### config.mk
export PLATFORM = sky130hd
export DESIGN_NAME = hex_byte_morse_keyer
export DESIGN_NICKNAME = d
export VERILOG_FILES = /design/src/hdl/hbmk_pkg.sv /design/src/hdl/hbmk_ctrl.sv /design/src/hdl/hbmk_dp.sv /design/src/hdl/hex_byte_morse_keyer.sv
export SDC_FILE = /design/constraint.sdc
export NUM_CORES = 1
export LEC_CHECK = 0
export ABC_AREA = 1
export BUFFER_PORTS_ARGS = -buffer_cell sky130_fd_sc_hd__buf_2
export CAP_MARGIN = 20
export CORE_ASPECT_RATIO = 1.75
export CORE_MARGIN = 2
export CORE_UTILIZATION = 52
export CTS_CLUSTER_DIAMETER = 200
export CTS_CLUSTER_SIZE = 28
export DETAILED_ROUTE_END_ITERATION = 10
export PLACE_DENSITY = 0.74
export SLEW_MARGIN = 40
export SYNTH_ARGS = -nofsm -noshare
export SYNTH_HDL_FRONTEND = slang
export SYNTH_SLANG_ARGS = --single-unit
export TNS_END_PERCENT = 1
### constraint.sdc
create_clock -name clk -period 4.2 [get_ports clk]
set_input_delay 0.21 -clock clk [delete_from_list [all_inputs] [get_ports clk]]
set_output_delay 0.21 -clock clk [all_outputs]
set_load 0.02 [all_outputs]
### src/hdl/hbmk_pkg.sv
package hbmk_pkg;

  localparam int unsigned DotTicksW = 16;
  localparam int unsigned UnitsW = 3;
  localparam int unsigned DurW = 18;
  localparam int unsigned ElemW = 3;
  localparam int unsigned MaxElems = 5;

  localparam logic [DotTicksW-1:0] DOT_TICKS_RESET = 16'd100;

  localparam logic [UnitsW-1:0] DASH_UNITS = 3'd3;
  localparam logic [UnitsW-1:0] DOT_UNITS = 3'd1;
  localparam logic [UnitsW-1:0] GAP_UNITS = 3'd1;
  localparam logic [UnitsW-1:0] DIGIT_END_UNITS = 3'd4;

  typedef enum logic [1:0] {
    SEG_DOT,
    SEG_DASH,
    SEG_GAP,
    SEG_END
  } seg_kind_t;

  // Commands from the controller to the datapath.
  typedef struct packed {
    logic      load;
    logic      next_elem;
    logic      next_digit;
    logic      emit;
    seg_kind_t kind;
  } ctrl_cmd_t;

  // Status from the datapath back to the controller.
  typedef struct packed {
    logic is_dash;
    logic elem_last;
    logic digit_low;
  } dp_status_t;

  // Number of elements in the Morse pattern of a hex digit.
  function automatic logic [ElemW-1:0] pattern_len(input logic [3:0] nibble);
    logic [ElemW-1:0] len;
    case (nibble)
      4'hA: len = 3'd2;
      4'hB: len = 3'd4;
      4'hC: len = 3'd4;
      4'hD: len = 3'd3;
      4'hE: len = 3'd1;
      4'hF: len = 3'd4;
      default: len = 3'd5;
    endcase
    return len;
  endfunction

  // Bit i set means element i is a dash.
  function automatic logic [MaxElems-1:0] pattern_dash(input logic [3:0] nibble);
    logic [MaxElems-1:0] dash;
    case (nibble)
      4'h0: dash = 5'h1F;
      4'h1: dash = 5'h1E;
      4'h2: dash = 5'h1C;
      4'h3: dash = 5'h18;
      4'h4: dash = 5'h10;
      4'h5: dash = 5'h00;
      4'h6: dash = 5'h01;
      4'h7: dash = 5'h03;
      4'h8: dash = 5'h07;
      4'h9: dash = 5'h0F;
      4'hA: dash = 5'h02;
      4'hB: dash = 5'h01;
      4'hC: dash = 5'h05;
      4'hD: dash = 5'h01;
      4'hE: dash = 5'h00;
      default: dash = 5'h04;
    endcase
    return dash;
  endfunction

  function automatic logic [UnitsW-1:0] seg_units(input seg_kind_t kind);
    logic [UnitsW-1:0] u;
    case (kind)
      SEG_DOT: u = DOT_UNITS;
      SEG_DASH: u = DASH_UNITS;
      SEG_GAP: u = GAP_UNITS;
      SEG_END: u = DIGIT_END_UNITS;
      default: u = GAP_UNITS;
    endcase
    return u;
  endfunction

endpackage

### src/hdl/hbmk_ctrl.sv
module hbmk_ctrl
  import hbmk_pkg::*;
(
  input  logic       clk,
  input  logic       rst_n,
  input  logic       start,
  input  dp_status_t status,
  output logic       busy,
  output ctrl_cmd_t  cmd
);

  typedef enum logic [2:0] {
    S_IDLE,
    S_MARK,
    S_SPACE,
    S_GAP,
    S_END
  } state_t;

  state_t state_r, state_nxt;

  assign busy = (state_r != S_IDLE);

  always_comb begin
    state_nxt = state_r;
    cmd = '{load: 1'b0, next_elem: 1'b0, next_digit: 1'b0, emit: 1'b0, kind: SEG_GAP};
    case (state_r)
      S_IDLE: begin
        if (start) begin
          cmd.load = 1'b1;
          state_nxt = S_MARK;
        end
      end
      S_MARK: begin
        cmd.emit = 1'b1;
        cmd.kind = status.is_dash ? SEG_DASH : SEG_DOT;
        state_nxt = S_SPACE;
      end
      S_SPACE: begin
        cmd.emit = 1'b1;
        cmd.kind = SEG_GAP;
        state_nxt = status.elem_last ? S_END : S_GAP;
      end
      S_GAP: begin
        cmd.emit = 1'b1;
        cmd.kind = SEG_GAP;
        cmd.next_elem = 1'b1;
        state_nxt = S_MARK;
      end
      S_END: begin
        cmd.emit = 1'b1;
        cmd.kind = SEG_END;
        cmd.next_digit = 1'b1;
        state_nxt = status.digit_low ? S_IDLE : S_MARK;
      end
      default: begin
        state_nxt = S_IDLE;
      end
    endcase
  end

  always_ff @(posedge clk) begin
    if (!rst_n) begin
      state_r <= S_IDLE;
    end else begin
      state_r <= state_nxt;
    end
  end

endmodule

### src/hdl/hbmk_dp.sv
module hbmk_dp
  import hbmk_pkg::*;
(
  input  logic                 clk,
  input  logic                 rst_n,
  input  ctrl_cmd_t            cmd,
  input  logic [7:0]           byte_in,
  input  logic                 dot_we,
  input  logic [DotTicksW-1:0] dot_wdata,
  output dp_status_t           status,
  output logic                 out_valid,
  output logic                 out_led_on,
  output logic [UnitsW-1:0]    out_units,
  output logic [DurW-1:0]      out_duration_ticks,
  output logic                 out_last
);

  logic [7:0]           byte_r;
  logic                 digit_low_r;
  logic [ElemW-1:0]     elem_r;
  logic [DotTicksW-1:0] dot_ticks_r;
  logic                 valid_r;
  logic                 led_r;
  logic [UnitsW-1:0]    units_r;
  logic [DurW-1:0]      dur_r;
  logic                 last_r;

  logic [3:0]                  nibble;
  logic [MaxElems-1:0]         dash_bits;
  logic [ElemW-1:0]            len;
  logic [UnitsW-1:0]           units_nxt;
  logic [UnitsW+DotTicksW-1:0] prod;

  assign nibble    = digit_low_r ? byte_r[3:0] : byte_r[7:4];
  assign dash_bits = pattern_dash(nibble);
  assign len       = pattern_len(nibble);

  assign status.is_dash   = dash_bits[elem_r];
  assign status.elem_last = (elem_r == len - 3'd1);
  assign status.digit_low = digit_low_r;

  assign units_nxt = seg_units(cmd.kind);
  assign prod      = units_nxt * dot_ticks_r;

  always_ff @(posedge clk) begin
    if (!rst_n) begin
      dot_ticks_r <= DOT_TICKS_RESET;
      valid_r     <= 1'b0;
    end else begin
      if (dot_we) begin
        dot_ticks_r <= dot_wdata;
      end
      valid_r <= cmd.emit;
    end
  end

  always_ff @(posedge clk) begin
    if (cmd.load) begin
      byte_r      <= byte_in;
      digit_low_r <= 1'b0;
      elem_r      <= '0;
    end else if (cmd.next_digit) begin
      digit_low_r <= 1'b1;
      elem_r      <= '0;
    end else if (cmd.next_elem) begin
      elem_r <= elem_r + 3'd1;
    end
    if (cmd.emit) begin
      led_r   <= (cmd.kind == SEG_DOT) || (cmd.kind == SEG_DASH);
      units_r <= units_nxt;
      dur_r   <= prod[DurW-1:0];
      last_r  <= (cmd.kind == SEG_END) && digit_low_r;
    end
  end

  assign out_valid          = valid_r;
  assign out_led_on         = led_r;
  assign out_units          = units_r;
  assign out_duration_ticks = dur_r;
  assign out_last           = last_r;

endmodule

### src/hdl/hex_byte_morse_keyer.sv
// Sends one byte as Morse code, high hex digit first, as a stream of LED
// segments. Pulse start while busy is low to hand over a word; busy then
// stays high until the last segment has been issued. Each segment appears on
// the out_ ports for exactly one cycle with out_valid high, and the receiver
// cannot stall it, so it must take every segment as it comes. A byte gives 6
// to 30 segments, one per cycle. Once start is taken, the controller state
// machine moves to its mark state, which issues the first segment, and the
// datapath then registers each segment. The dot length register
// is written through the cfg_ channel, which is ready only while busy is low
// and no segment is on the out_ ports.
module hex_byte_morse_keyer
  import hbmk_pkg::*;
(
  input  logic                 clk,
  input  logic                 rst_n,
  input  logic                 start,
  output logic                 busy,
  input  logic [7:0]           in_byte_in,
  output logic                 out_valid,
  output logic                 out_led_on,
  output logic [UnitsW-1:0]    out_units,
  output logic [DurW-1:0]      out_duration_ticks,
  output logic                 out_last,
  input  logic                 cfg_valid,
  output logic                 cfg_ready,
  input  logic [DotTicksW-1:0] cfg_dot_ticks
);

  ctrl_cmd_t  cmd;
  dp_status_t status;

  // The dot length is taken whenever the keyer is not sending a word and the
  // final segment of the previous word has left the outputs.
  assign cfg_ready = ~busy & ~out_valid;

  // The controller walks the pattern of each digit: mark, space, and then
  // either an inter-element gap or the closing four-unit gap.
  hbmk_ctrl u_ctrl (
    .clk    (clk),
    .rst_n  (rst_n),
    .start  (start),
    .status (status),
    .busy   (busy),
    .cmd    (cmd)
  );

  // The datapath holds the word, the digit and element position, the dot
  // length register and the registered segment outputs.
  hbmk_dp u_dp (
    .clk                (clk),
    .rst_n              (rst_n),
    .cmd                (cmd),
    .byte_in            (in_byte_in),
    .dot_we             (cfg_valid & cfg_ready),
    .dot_wdata          (cfg_dot_ticks),
    .status             (status),
    .out_valid          (out_valid),
    .out_led_on         (out_led_on),
    .out_units          (out_units),
    .out_duration_ticks (out_duration_ticks),
    .out_last           (out_last)
  );

endmodule

==> results of run 1 <==
metal layers:
layer / vias up / share of wire, %
met2: 61 / 55
met1: 1372 / 38
met3: 19 / 3.2
met5: - / 0
li1: 1523 / -
met4: 0 / 3.2
repair_timing:
item	CTS	global route
resized for setup	1	18
pin swaps	0	1
setup endpoints to repair	1	10
through the flow:
step	setup slack (ns)	total power (W)
6_report	0.290	0.00213
4_1_cts	0.0135	0.00214
3_5_place_dp	0.0156	0.00169
2_1_floorplan	0.135	0.00144
3_3_place_gp	0.0573	0.00167
5_1_grt	-0.0263	0.00228
worst max-delay path: cells and delay by family (launching register included):
family / cells / cell delay [ns]
adder cells (fa/ha/maj): 3 / 1.09
buffers and inverters: 6 / 0.52
AND/OR/NAND/NOR: 9 / 0.90
AO/OA/AOI/OAI: 5 / 0.65
flip-flops: 1 / 0.37
XOR/XNOR: 1 / 0.15
cells in the final DEF, fill, tap and decap left out, drive strengths merged:
| cell type | netlist | routed |
|---|---|---|
| nand3b | 2 | 2 |
| fa | 15 | 15 |
| clkinv | 3 | 5 |
| o211ai | 1 | 1 |
| a21oi | 39 | 39 |
| nand4 | 3 | 3 |
| a31o | 1 | 1 |
| xnor2 | 5 | 5 |
| edfxtp | 31 | 31 |
| a21boi | 1 | 1 |
| ha | 24 | 24 |
| o31ai | 1 | 1 |
| nand2 | 103 | 103 |
| buf | 5 | 63 |
| dfxtp | 24 | 24 |
| o21bai | 2 | 2 |
| nor3 | 5 | 5 |
| nand3 | 25 | 25 |
| a221oi | 1 | 1 |
| o22ai | 1 | 1 |
| or2 | 1 | 1 |
| and2 | 1 | 1 |
| o21ai | 21 | 21 |
| xor2 | 11 | 11 |
| a21o | 2 | 2 |
| inv | 72 | 72 |
| a31oi | 1 | 1 |
| clkbuf | 4 | 6 |
| nor2 | 30 | 30 |
flip-flops by register name, indices dropped and copies added (netlist names):
signal	flops
u_dp.out_units	3
u_dp.out_valid	1
u_dp.out_duration_ticks	18
u_ctrl.state_r	3
u_dp.out_last	1
u_dp.dot_ticks_r	16
u_dp.out_led_on	1
u_dp.byte_r	8
u_dp.elem_r	3
u_dp.digit_low_r	1
how the worst max path moves through the flow:
stage                                       end  slack [ns]  cells after the start
finish              u_dp.out_duration_ticks[15]        0.29                     24
global route        u_dp.out_duration_ticks[16]       -0.03                     25
CTS                 u_dp.out_duration_ticks[15]        0.01                     24
detailed placement  u_dp.out_duration_ticks[12]        0.02                     24
global placement    u_dp.out_duration_ticks[15]        0.06                     24
floorplan           u_dp.out_duration_ticks[13]        0.14                     26
kinds of logic (layout without fill, tap and decap cells):
| logic type | after synthesis | in the layout | synth area share, % |
|---|---|---|---|
| xor+xnor | 16 | 16 | 3.84 |
| fa+ha+maj | 39 | 39 | 16.5 |
| flops | 55 | 55 | 38.7 |
| simple gates | 170 | 170 | 20.6 |
| compound gates | 71 | 71 | 10.6 |
| buf+inv | 84 | 146 | 9.75 |
power breakdown:
group	internal, W	switching (W)	total (W)	leakage [nW]
registers	0.000757	0.0000621	0.000819	0.492
clock network	0.000257	0.000191	0.000448	0.0820
logic	0.000284	0.000578	0.000863	1.50
total	0.00130	0.000832	0.00213	2.08
synth_stat cells, drive strengths merged (2+ instances only):
cell type	instances	area share, %
nor2	30	3.1
a21o	2	0.41
ha	24	8.2
xor2	11	2.6
nand2	103	12
fa	15	8.2
o21bai	2	0.41
nand4	3	0.51
dfxtp	24	13
inv	72	7.6
nand3	25	3.4
xnor2	5	1.2
a21oi	39	5.5
buf	5	1.4
nor3	5	0.69
edfxtp	31	26
nand3b	2	0.41
clkbuf	4	0.41
o21ai	21	2.9
clkinv	3	0.31
area by class of cell:
class                      instances  area, µm²  share of cell area (%)
sequential                        55       1410                    33.3
tap                               84        105                    2.48
clock buffer                       6        150                    3.54
inverter                          75        289                    6.82
clock inverter                     2       13.8                   0.325
multi-input combinational        296       1930                    45.4
timing repair buffer              63        344                    8.11
==> run summary, run 1 <==
================================================================================
Distinct cells, synth                                                         39
Biggest fanout along the worst timing path                                     7
Required time reported for the critical path endpoint                    4.25 ns
Shortest clock period the worst path allows after layout                 3.91 ns
Number of post-CTS setup repair buffers                                        0
Main flop type after synthesis                                      sky130_fd_sc_hd__edfxtp_1
Worst reg2reg path startpoint                                       u_dp.digit_low_r
Number of antenna violations at the first check in global routing              0
WHS Path Cells                                                                 1
Max capacitance violation total                                                0
Die area                                                             0.00772 mm²
Synth Instances                                                              435
Setup tns final                                                             0 ns
Sink Count                                                                    55
Share of the clock period used by the worst path                           93.1%
Final instance area                                                  0.00424 mm²
Final core area utilization                                                62.3%
Cell depth of the worst flop-to-flop path                                     24
Sort of element at the end of the critical path                             flop
Critical path cell sequence                                         inv_6 -> or2_2 -> o21ai_2 -> inv_1 -> ha_1 -> inv_1 -> nand3_2 -> a21oi_2 -> nand2_1 -> nand3_1 -> nand3_1 -> nand2_2 -> nand2_4 -> inv_4 -> buf_6 -> nand2_2 -> fa_1 -> inv_1 -> ha_1 -> a21oi_2 -> nand2_1 -> a21oi_1 -> o21ai_1 -> xor2_1
Status                                                                 completed
Share of post-route cells with drive strength above 1                      21.5%
Min-delay src                                                       in_byte_in[6]
Yosys synthesis warning count                                                  0
Min-Delay Path Class                                                      in2reg
Wire length of the first global-routing pass                             13.0 mm
1st-pass router iterations                                                     4
Register area share after synthesis                                        38.7%
Data arrival, critical path                                              3.96 ns
Maximum achievable frequency                                             256 MHz
Slew @ Worst Pin                                                        0.684 ns
Root Buffer Master                                                  sky130_fd_sc_hd__clkbuf_16
FP Rows                                                                       40
Critical path class                                                      reg2reg
Number of cells after detailed placement                                     573
Start point of the critical path                                    u_dp.digit_low_r
Chip height                                                               115 µm
Half-perimeter wire length after detailed placement                      6.38 mm
Chip Width                                                               67.3 µm
Worst slack on hold paths                                              0.0848 ns
Number of vias per cell after detailed routing                              5.12
I/O pin cnt                                                                   54
Number of I/O port buffers                                                    53
Post-synth EDFFs                                                              31
Post-route clock skew                                                  0.0100 ns
Number of flip-flops and latches in the synthesized netlist                   55
Number of setup violations in the final report                                 0
Fillers                                                                      617
Number of levels in the clock H-tree                                           2
Routing usage on met3                                                      3.23%
Antenna diode count                                                            0
Slowest library cell on the worst path                              sky130_fd_sc_hd__fa_1
Residual DRC                                                                   0
DRT Wirelength                                                           7.96 mm
Most repeated library cell on the critical path                     sky130_fd_sc_hd__inv_1
Non-filler instance count after layout                                       581
Number of buffers created by CTS                                               5
Cts hold-fix bufs                                                              0
Async set-reset flop share out of synthesis                                   0%
Worst vdd rail ir drop                                                  0.299 mV
CP startpoint kind                                                          flop
Post-synthesis area per instance                                        8.38 µm²
Layout area overhead                                                       16.3%
Vias in the first global route                                             2,973
Initial Utilization                                                        53.5%
Worst-Skew Late Latency                                                  0.30 ns
Met2 global-route usage                                                    41.5%
Drt first-iter violations                                                    119
Placement-stage cell area                                            0.00402 mm²
Global-route usage over all layers                                         22.5%
R2r setup slk                                                            0.29 ns
Number of nets in the final layout                                           563
Synthesized Nets                                                             502
Netlist area before placement                                        0.00364 mm²
Endpoint of the worst hold-timing path                              u_dp.byte_r[6]
Endpoint of the worst register-to-register path                     u_dp.out_duration_ticks[15]
GRT met1 Usage                                                             24.5%
Number of antenna-violating nets in the routed design                          0
Largest net degree at the start of global routing                             24
Via count of the routed design                                             2,975
Core Area                                                            0.00681 mm²
GR peak layer                                                               met2
Drt wl/cell                                                              13.7 µm
Clock tree from TritonCTS                                                  built
Final Wtd Congestion                                                       0.935
Total congestion overflow                                                      0
Clock Pin Slew Worst Setup and Hold Paths                                0.07 ns
Final count of hold timing violations                                          0
Slew headroom                                                              54.2%
Maximum cell stage delay along the critical path                         0.50 ns
Power Dens Cells                                                      502 mW/mm²
Final-report max-slew violation count                                          0
Leakage component of the power                                           2.08 nW
Buffers from clock root to sink, at most                                       2
================================================================================
Note: power is estimated with default switching activity, not from simulation.
==> run 2: changes to the inputs <==
- GPL_TIMING_DRIVEN: not set -> 0
- clock period: 4.2 -> 3.2 ns (I/O delays scaled with it)
==> run 2 against run 1 <==
  * The run now ends with setup timing left
  * Power grew 46%
  * Global-route usage grew 1.7 points
  * Register-to-register slack worse by 1.0 ns
  * Non-clock buffer count up 21
  * Clock power grew 34%
  * Hold slack got worse by 0.048 ns
  * First-iteration DRC count rose by 110%
  * Maximum frequency barely moved
  * Via count increased by 6.1%
  * Clock skew decreased by 0.0042 ns
  * Critical path type unchanged
==> run summary, run 2 (synthesis gave the netlist of run 1 again) <==
================================================================================
Slew @ Worst Pin                                                        0.657 ns   -0.0264 ns
Commonest cells after routing, fill and taps aside                  79 x sky130_fd_sc_hd__nand2_1, 60 x sky130_fd_sc_hd__inv_1, 53 x sky130_fd_sc_hd__buf_2
Number of buffers created by CTS                                               5   unchanged
Commonest non-fill, non-tap cell in the layout                      sky130_fd_sc_hd__nand2_1
Vias in the first global route                                             3,125   +5.1%
Largest net degree at the start of global routing                             18   -25%
Leakage component of the power                                           2.23 nW   +7.3%
Initial Utilization                                                        53.5%   unchanged
Half-perimeter wire length after detailed placement                      6.26 mm   -1.9%
Setup repair after global routing missed its margin                          yes
Status                                                              finished with violations
Maximum cell stage delay along the critical path                         0.53 ns   +0.03 ns
Cell depth of the worst flop-to-flop path                                     27   +13%
Power Dens Cells                                                      645 mW/mm²   +28%
Antenna diode count                                                            0   unchanged
Die area                                                             0.00772 mm²   unchanged
Buffers from clock root to sink, at most                                       2   unchanged
GRT met1 Usage                                                             28.2%   +3.7 points
Data arrival, critical path                                              3.96 ns   about the same
1st-pass router iterations                                                     4   unchanged
Most repeated library cell on the critical path                     sky130_fd_sc_hd__nand2_1
Residual DRC                                                                   0   unchanged
Violated checks                                                     setup timing
Worst vdd rail ir drop                                                  0.414 mV   +39%
Sink Count                                                                    55   unchanged
Biggest fanout along the worst timing path                                     5   -2
Chip height                                                               115 µm   unchanged
Met2 global-route usage                                                    43.1%   +1.6 points
Start point of the critical path                                    u_dp.digit_low_r
GR peak layer                                                               met2
Total congestion overflow                                                      0   unchanged
Max capacitance violation total                                                0   unchanged
DRT Wirelength                                                           8.90 mm   +12%
Fillers                                                                      545   -12%
Worst reg2reg path startpoint                                       u_dp.digit_low_r
Number of levels in the clock H-tree                                           2   unchanged
Endpoint of the worst register-to-register path                     u_dp.out_duration_ticks[16]
Cts hold-fix bufs                                                              0   unchanged
Share of post-route cells with drive strength above 1                      33.0%   +11 points
Clock tree from TritonCTS                                                  built
Min-Delay Path Class                                                      in2reg
Number of I/O port buffers                                                    52   -1.9%
Routing usage on met3                                                      3.62%   +0.39 points
Core Area                                                            0.00681 mm²   unchanged
Final Worst Setup Slack                                                -0.712 ns   -1.00 ns
I/O pin cnt                                                                   54   unchanged
Shortest clock period the worst path allows after layout                 3.91 ns   +0.00288 ns
FP Rows                                                                       40   unchanged
Slew headroom                                                              56.0%   +1.8 points
Final-report max-slew violation count                                          0   unchanged
Number of vias per cell after detailed routing                              5.24   +2.4%
Clock Pin Slew Worst Setup and Hold Paths                                0.07 ns   about the same
Post-route clock skew                                                 0.00585 ns   -0.00419 ns
Final count of hold timing violations                                          0   unchanged
Chip Width                                                               67.3 µm   unchanged
Root Buffer Master                                                  sky130_fd_sc_hd__clkbuf_16
Required time reported for the critical path endpoint                    3.25 ns   -1.00 ns
Number of antenna-violating nets in the routed design                          0   unchanged
Final core area utilization                                                70.9%   +8.6 points
Worst-Skew Late Latency                                                  0.30 ns   about the same
Drt first-iter violations                                                    248   +110%
Timing endpoint of the critical path                                u_dp.out_duration_ticks[16]
Share of the clock period used by the worst path                            122%   +29 points
R2r setup slk                                                           -0.71 ns   -1.00 ns
Worst slack on hold paths                                              0.0369 ns   -0.0479 ns
Layout area overhead                                                       32.4%
CP startpoint kind                                                          flop
Maximum achievable frequency                                             256 MHz   about the same
Final Wtd Congestion                                                       0.821   -12%
Number of setup violations in the final report                                15   +15
Slowest library cell on the worst path                              sky130_fd_sc_hd__fa_1
Critical path class                                                      reg2reg
Sort of element at the end of the critical path                             flop
Wire length of the first global-routing pass                             14.1 mm   +8.3%
Via count of the routed design                                             3,157   +6.1%
Largest register FFs                                                          18   unchanged
Global-route usage over all layers                                         24.2%   +1.7 points
Number of antenna violations at the first check in global routing              0   unchanged
Number of nets in the final layout                                           584   +3.7%
Drt wl/cell                                                              14.8 µm   +7.9%
================================================================================
run 2: critical path: cells and delay by family (launching register included):
family | cells | cell delay, ns
compound gates | 3 | 0.42
fa+ha+maj | 3 | 1.12
buf+inv | 7 | 0.60
flops | 1 | 0.33
simple gates | 14 | 1.19
run 2: routing by layer:
| metal | part of all wire [%] | vias to the layer above |
|---|---|---|
| met5 | 0 | - |
| met4 | 3.3 | 0 |
| met3 | 4.2 | 26 |
| met2 | 53 | 103 |
| met1 | 39 | 1458 |
| li1 | - | 1570 |
run 2: report_power, final:
part           internal, W  leakage [nW]  switching (W)
Sequential        0.000992         0.492      0.0000784
Clock             0.000338        0.0820       0.000261
Combinational     0.000559          1.65       0.000887
Total              0.00189          2.23        0.00123
run 2: how the worst min path moves through the flow:
stage | from | endpoint | slack [ns] | depth (start not counted)
floorplan | in_byte_in[0] | u_dp.byte_r[0] | 0.26 | 0
global placement | in_byte_in[6] | u_dp.byte_r[6] | 0.34 | 1
detailed placement | in_byte_in[7] | u_dp.byte_r[7] | 0.34 | 1
CTS | in_byte_in[7] | u_dp.byte_r[7] | 0.03 | 1
global route | in_byte_in[7] | u_dp.byte_r[7] | 0.03 | 1
finish | in_byte_in[7] | u_dp.byte_r[7] | 0.04 | 1
run 2: stage by stage:
step / setup TNS, ns / power (W) / cell area [µm²] / setup WS [ns] / cells
finish: -7.77 / 0.00312 / 4830 / -0.712 / 602
global route: -10.05 / 0.00330 / 4830 / -0.878 / 602
global placement: -7.66 / 0.00224 / 4170 / -0.772 / 571
floorplan: -3.75 / 0.00195 / 3810 / -0.402 / 435
CTS: -6.57 / 0.00304 / 4700 / -0.660 / 595
detailed placement: -8.55 / 0.00229 / 4190 / -0.834 / 573
run 2: final cells by class:
| class | instances | area (µm²) | share of cell area (%) |
|---|---|---|---|
| flip-flops and latches | 55 | 1410 | 29.3 |
| inverters | 75 | 297 | 6.14 |
| plain buffers | 9 | 70.1 | 1.45 |
| clock inverters | 2 | 13.8 | 0.285 |
| clock buffers | 6 | 150 | 3.11 |
| repair buffers | 75 | 482 | 9.98 |
| multi-input cells | 296 | 2300 | 47.6 |
| well taps | 84 | 105 | 2.18 |
run 2: timing repair:
item | 4_1_cts | 5_1_grt
endpoints found under the setup margin | 15 | 15
gates cloned | 1 | 0
setup buffers | 13 | 7
gates resized for setup | 36 | 17
pin swaps | 20 | 15
==> run 3: changes to the inputs <==
- BUFFER_PORTS_ARGS: -buffer_cell sky130_fd_sc_hd__buf_2 -> -buffer_cell sky130_fd_sc_hd__buf_4
- CTS_CLUSTER_DIAMETER: 200 -> not set
==> run 3 against run 2 <==
  * The flow still finishes with violations (setup timing)
  * Combinational power up 3%
  * Largest power group unchanged
  * Power up 0.72%
  * Maximum frequency up 0.53%
  * Final area up 1.8%
  * Critical path type unchanged
  * Setup slack better by 0.021 ns
  * Clock skew up 0.0028 ns
==> run summary, run 3 (synthesis gave the netlist of run 1 again) <==
================================================================================
Commonest cells after routing, fill and taps aside                  81 x sky130_fd_sc_hd__nand2_1, 68 x sky130_fd_sc_hd__buf_4, 61 x sky130_fd_sc_hd__inv_1
Required time reported for the critical path endpoint                    3.26 ns   about the same
Cts hold-fix bufs                                                              0   unchanged
Number of I/O port buffers                                                    52   unchanged
1st-pass router iterations                                                     4   unchanged
R2r setup slk                                                           -0.69 ns   +0.02 ns
Data arrival, critical path                                              3.95 ns   about the same
Violated checks                                                     setup timing
Drt first-iter violations                                                    196   -21%
Total congestion overflow                                                      0   unchanged
Layout area overhead                                                       34.8%
CP startpoint kind                                                          flop
Via count of the routed design                                             3,192   +1.1%
FP Rows                                                                       40   unchanged
Residual DRC                                                                   0   unchanged
Root Buffer Master                                                  sky130_fd_sc_hd__clkbuf_16
Die area                                                             0.00772 mm²   unchanged
Chip height                                                               115 µm   unchanged
Share of post-route cells with drive strength above 1                      32.2%   -0.84 points
Number of antenna-violating nets in the routed design                          0   unchanged
Number of buffers created by CTS                                               5   unchanged
Final-report max-slew violation count                                          0   unchanged
Buffers from clock root to sink, at most                                       2   unchanged
DRT Wirelength                                                           8.78 mm   -1.4%
Sequential cell area in the final layout                             0.00141 mm²   unchanged
Slew @ Worst Pin                                                        0.695 ns   +0.0378 ns
Final count of hold timing violations                                          0   unchanged
Min-delay src                                                       in_byte_in[3]
Number of setup violations in the final report                                15   unchanged
Setup slack at placement                                               -0.844 ns   -0.00978 ns
NetSw                                                                  0.00123 W   +0.44%
Sink Count                                                                    55   unchanged
Number of vias per cell after detailed routing                              5.32   +1.4%
Non-filler instance count after layout                                       600   -0.33%
Clock tree from TritonCTS                                                  built
Final Wtd Congestion                                                       0.861   +4.9%
Power share of the clock group                                             17.8%   -1.4 points
Critical path class                                                      reg2reg
Worst vdd rail ir drop                                                  0.346 mV   -17%
Multi-input gate area                                                0.00227 mm²   -1.0%
Setup repair after global routing missed its margin                          yes
Start point of the critical path                                    u_dp.digit_low_r
Shortest clock period the worst path allows after layout                 3.89 ns   -0.0207 ns
Wire length of the first global-routing pass                             14.2 mm   +0.93%
Final Worst Setup Slack                                                -0.692 ns   +0.0207 ns
Fillers                                                                      544   -0.18%
Worst reg2reg path startpoint                                       u_dp.digit_low_r
Largest register FFs                                                          18   unchanged
Number of cells after detailed placement                                     573   unchanged
Number of levels in the clock H-tree                                           2   unchanged
Leakage component of the power                                           2.25 nW   +1.1%
Chip Width                                                               67.3 µm   unchanged
Largest net degree at the start of global routing                             19   +1
Power Dens Cells                                                      638 mW/mm²   -1.1%
Internal power contribution                                            0.00191 W   +0.91%
Min-Delay Path Class                                                      in2reg
Sequential group share of total power                                      34.4%   about the same
Global-route usage over all layers                                         24.2%   about the same
Final instance area                                                  0.00491 mm²   +1.8%
Initial Utilization                                                        53.5%   unchanged
Biggest fanout along the worst timing path                                     6   +1
Power consumption                                                      0.00314 W   +0.72%
Commonest non-fill, non-tap cell in the layout                      sky130_fd_sc_hd__nand2_1
Clock Pin Slew Worst Setup and Hold Paths                                0.08 ns   about the same
Post-route clock skew                                                 0.00861 ns   +0.00276 ns
I/O pin cnt                                                                   54   unchanged
Drt wl/cell                                                              14.6 µm   -1.0%
Placement-stage cell area                                            0.00432 mm²   +3.1%
Worst slack on hold paths                                              0.0344 ns   -0.00257 ns
Max capacitance violation total                                                0   unchanged
Sort of element at the end of the critical path                             flop
Core Area                                                            0.00681 mm²   unchanged
Switch share                                                               39.3%   -0.11 points
Share of the clock period used by the worst path                            122%   -0.65 points
Slew headroom                                                              53.5%   -2.5 points
Number of antenna violations at the first check in global routing              0   unchanged
Combinational fraction of design power                                     47.8%   +1.4 points
Antenna diode count                                                            0   unchanged
Number of nets in the final layout                                           582   -0.34%
Worst-Skew Late Latency                                                  0.30 ns   about the same
Vias in the first global route                                             3,210   +2.7%
Half-perimeter wire length after detailed placement                      6.47 mm   +3.3%
Status                                                              finished with violations
Maximum achievable frequency                                             257 MHz   +0.53%
================================================================================
-- run 3: cell type report --
class                           instances  share of cell area, %
Tap cell                               84                   2.14
Sequential cell                        55                   28.7
Multi-Input combinational cell        296                   46.3
Clock inverter                          3                  0.458
Clock buffer                            5                   2.55
Inverter                               75                   6.03
Buffer                                  9                   1.43
Timing Repair Buffer                   73                   12.4
-- run 3: critical path: stages (launching register included) --
cell and delay, ns:
sky130_fd_sc_hd__dfxtp_2 0.34, sky130_fd_sc_hd__buf_8 0.12, sky130_fd_sc_hd__inv_8 0.03, sky130_fd_sc_hd__or2_4 0.23, sky130_fd_sc_hd__o21ai_4 0.09, sky130_fd_sc_hd__inv_2 0.08
sky130_fd_sc_hd__ha_4 0.17, sky130_fd_sc_hd__inv_4 0.07, sky130_fd_sc_hd__nand3_4 0.06, sky130_fd_sc_hd__a21oi_2 0.13, sky130_fd_sc_hd__nand2_1 0.09, sky130_fd_sc_hd__nand3_2 0.07
sky130_fd_sc_hd__nand3_2 0.07, sky130_fd_sc_hd__nand2_2 0.08, sky130_fd_sc_hd__nand2_4 0.11, sky130_fd_sc_hd__inv_6 0.12, sky130_fd_sc_hd__buf_12 0.13, sky130_fd_sc_hd__nand2_4 0.05
sky130_fd_sc_hd__fa_1 0.52, sky130_fd_sc_hd__inv_2 0.06, sky130_fd_sc_hd__fa_2 0.35, sky130_fd_sc_hd__nand3_2 0.10, sky130_fd_sc_hd__nand2_4 0.06, sky130_fd_sc_hd__a31o_4 0.23
sky130_fd_sc_hd__nand4_1 0.12, sky130_fd_sc_hd__nand2_1 0.07, sky130_fd_sc_hd__nand2_1 0.06, sky130_fd_sc_hd__nand2_1 0.05
-- run 3: timing repair --
action | CTS | global route
gates cloned | 1 | 0
pin swaps | 19 | 16
buffers inserted | 9 | 9
hold endpoints to repair | 0 | 0
gates resized for setup | 39 | 12
setup endpoints to repair | 15 | 15
-- run 3: path summary, 6_finish.rpt --
check / end / cells after the start
max: u_dp.out_duration_ticks[16] / 27
min: u_dp.byte_r[3] / 1
max reg2reg: u_dp.out_duration_ticks[16] / 27
min reg2reg: u_dp.dot_ticks_r[10] / 2
-- run 3: per-stage QoR --
step                      util, %  setup TNS [ns]
after floorplan                 -           -3.75
final                        72.2           -7.78
after global routing         72.2          -10.33
after CTS                    70.3           -7.01
after detailed placement     63.5           -9.18
after global placement       63.2           -7.82
-- run 3: metal layers --
layer  up-vias  part of all wire, %  global-route usage, %
li1       1565                    -                      -
met1      1515                   38                   27.3
met2        99                   55                   45.6
met3        13                  4.0                   2.54
met4         0                  2.3                   8.44
met5         -                    0                      0
-- run 3: power by group through the flow --
stage / Sequential [W] / Clock [W] / Combinational, W
2_1_floorplan: 0.00123 / 0 / 0.000723
3_3_place_gp: 0.00110 / 0 / 0.00123
3_5_place_dp: 0.00110 / 0 / 0.00129
4_1_cts: 0.00108 / 0.000566 / 0.00145
5_1_grt: 0.00110 / 0.000593 / 0.00163
6_report: 0.00108 / 0.000560 / 0.00150
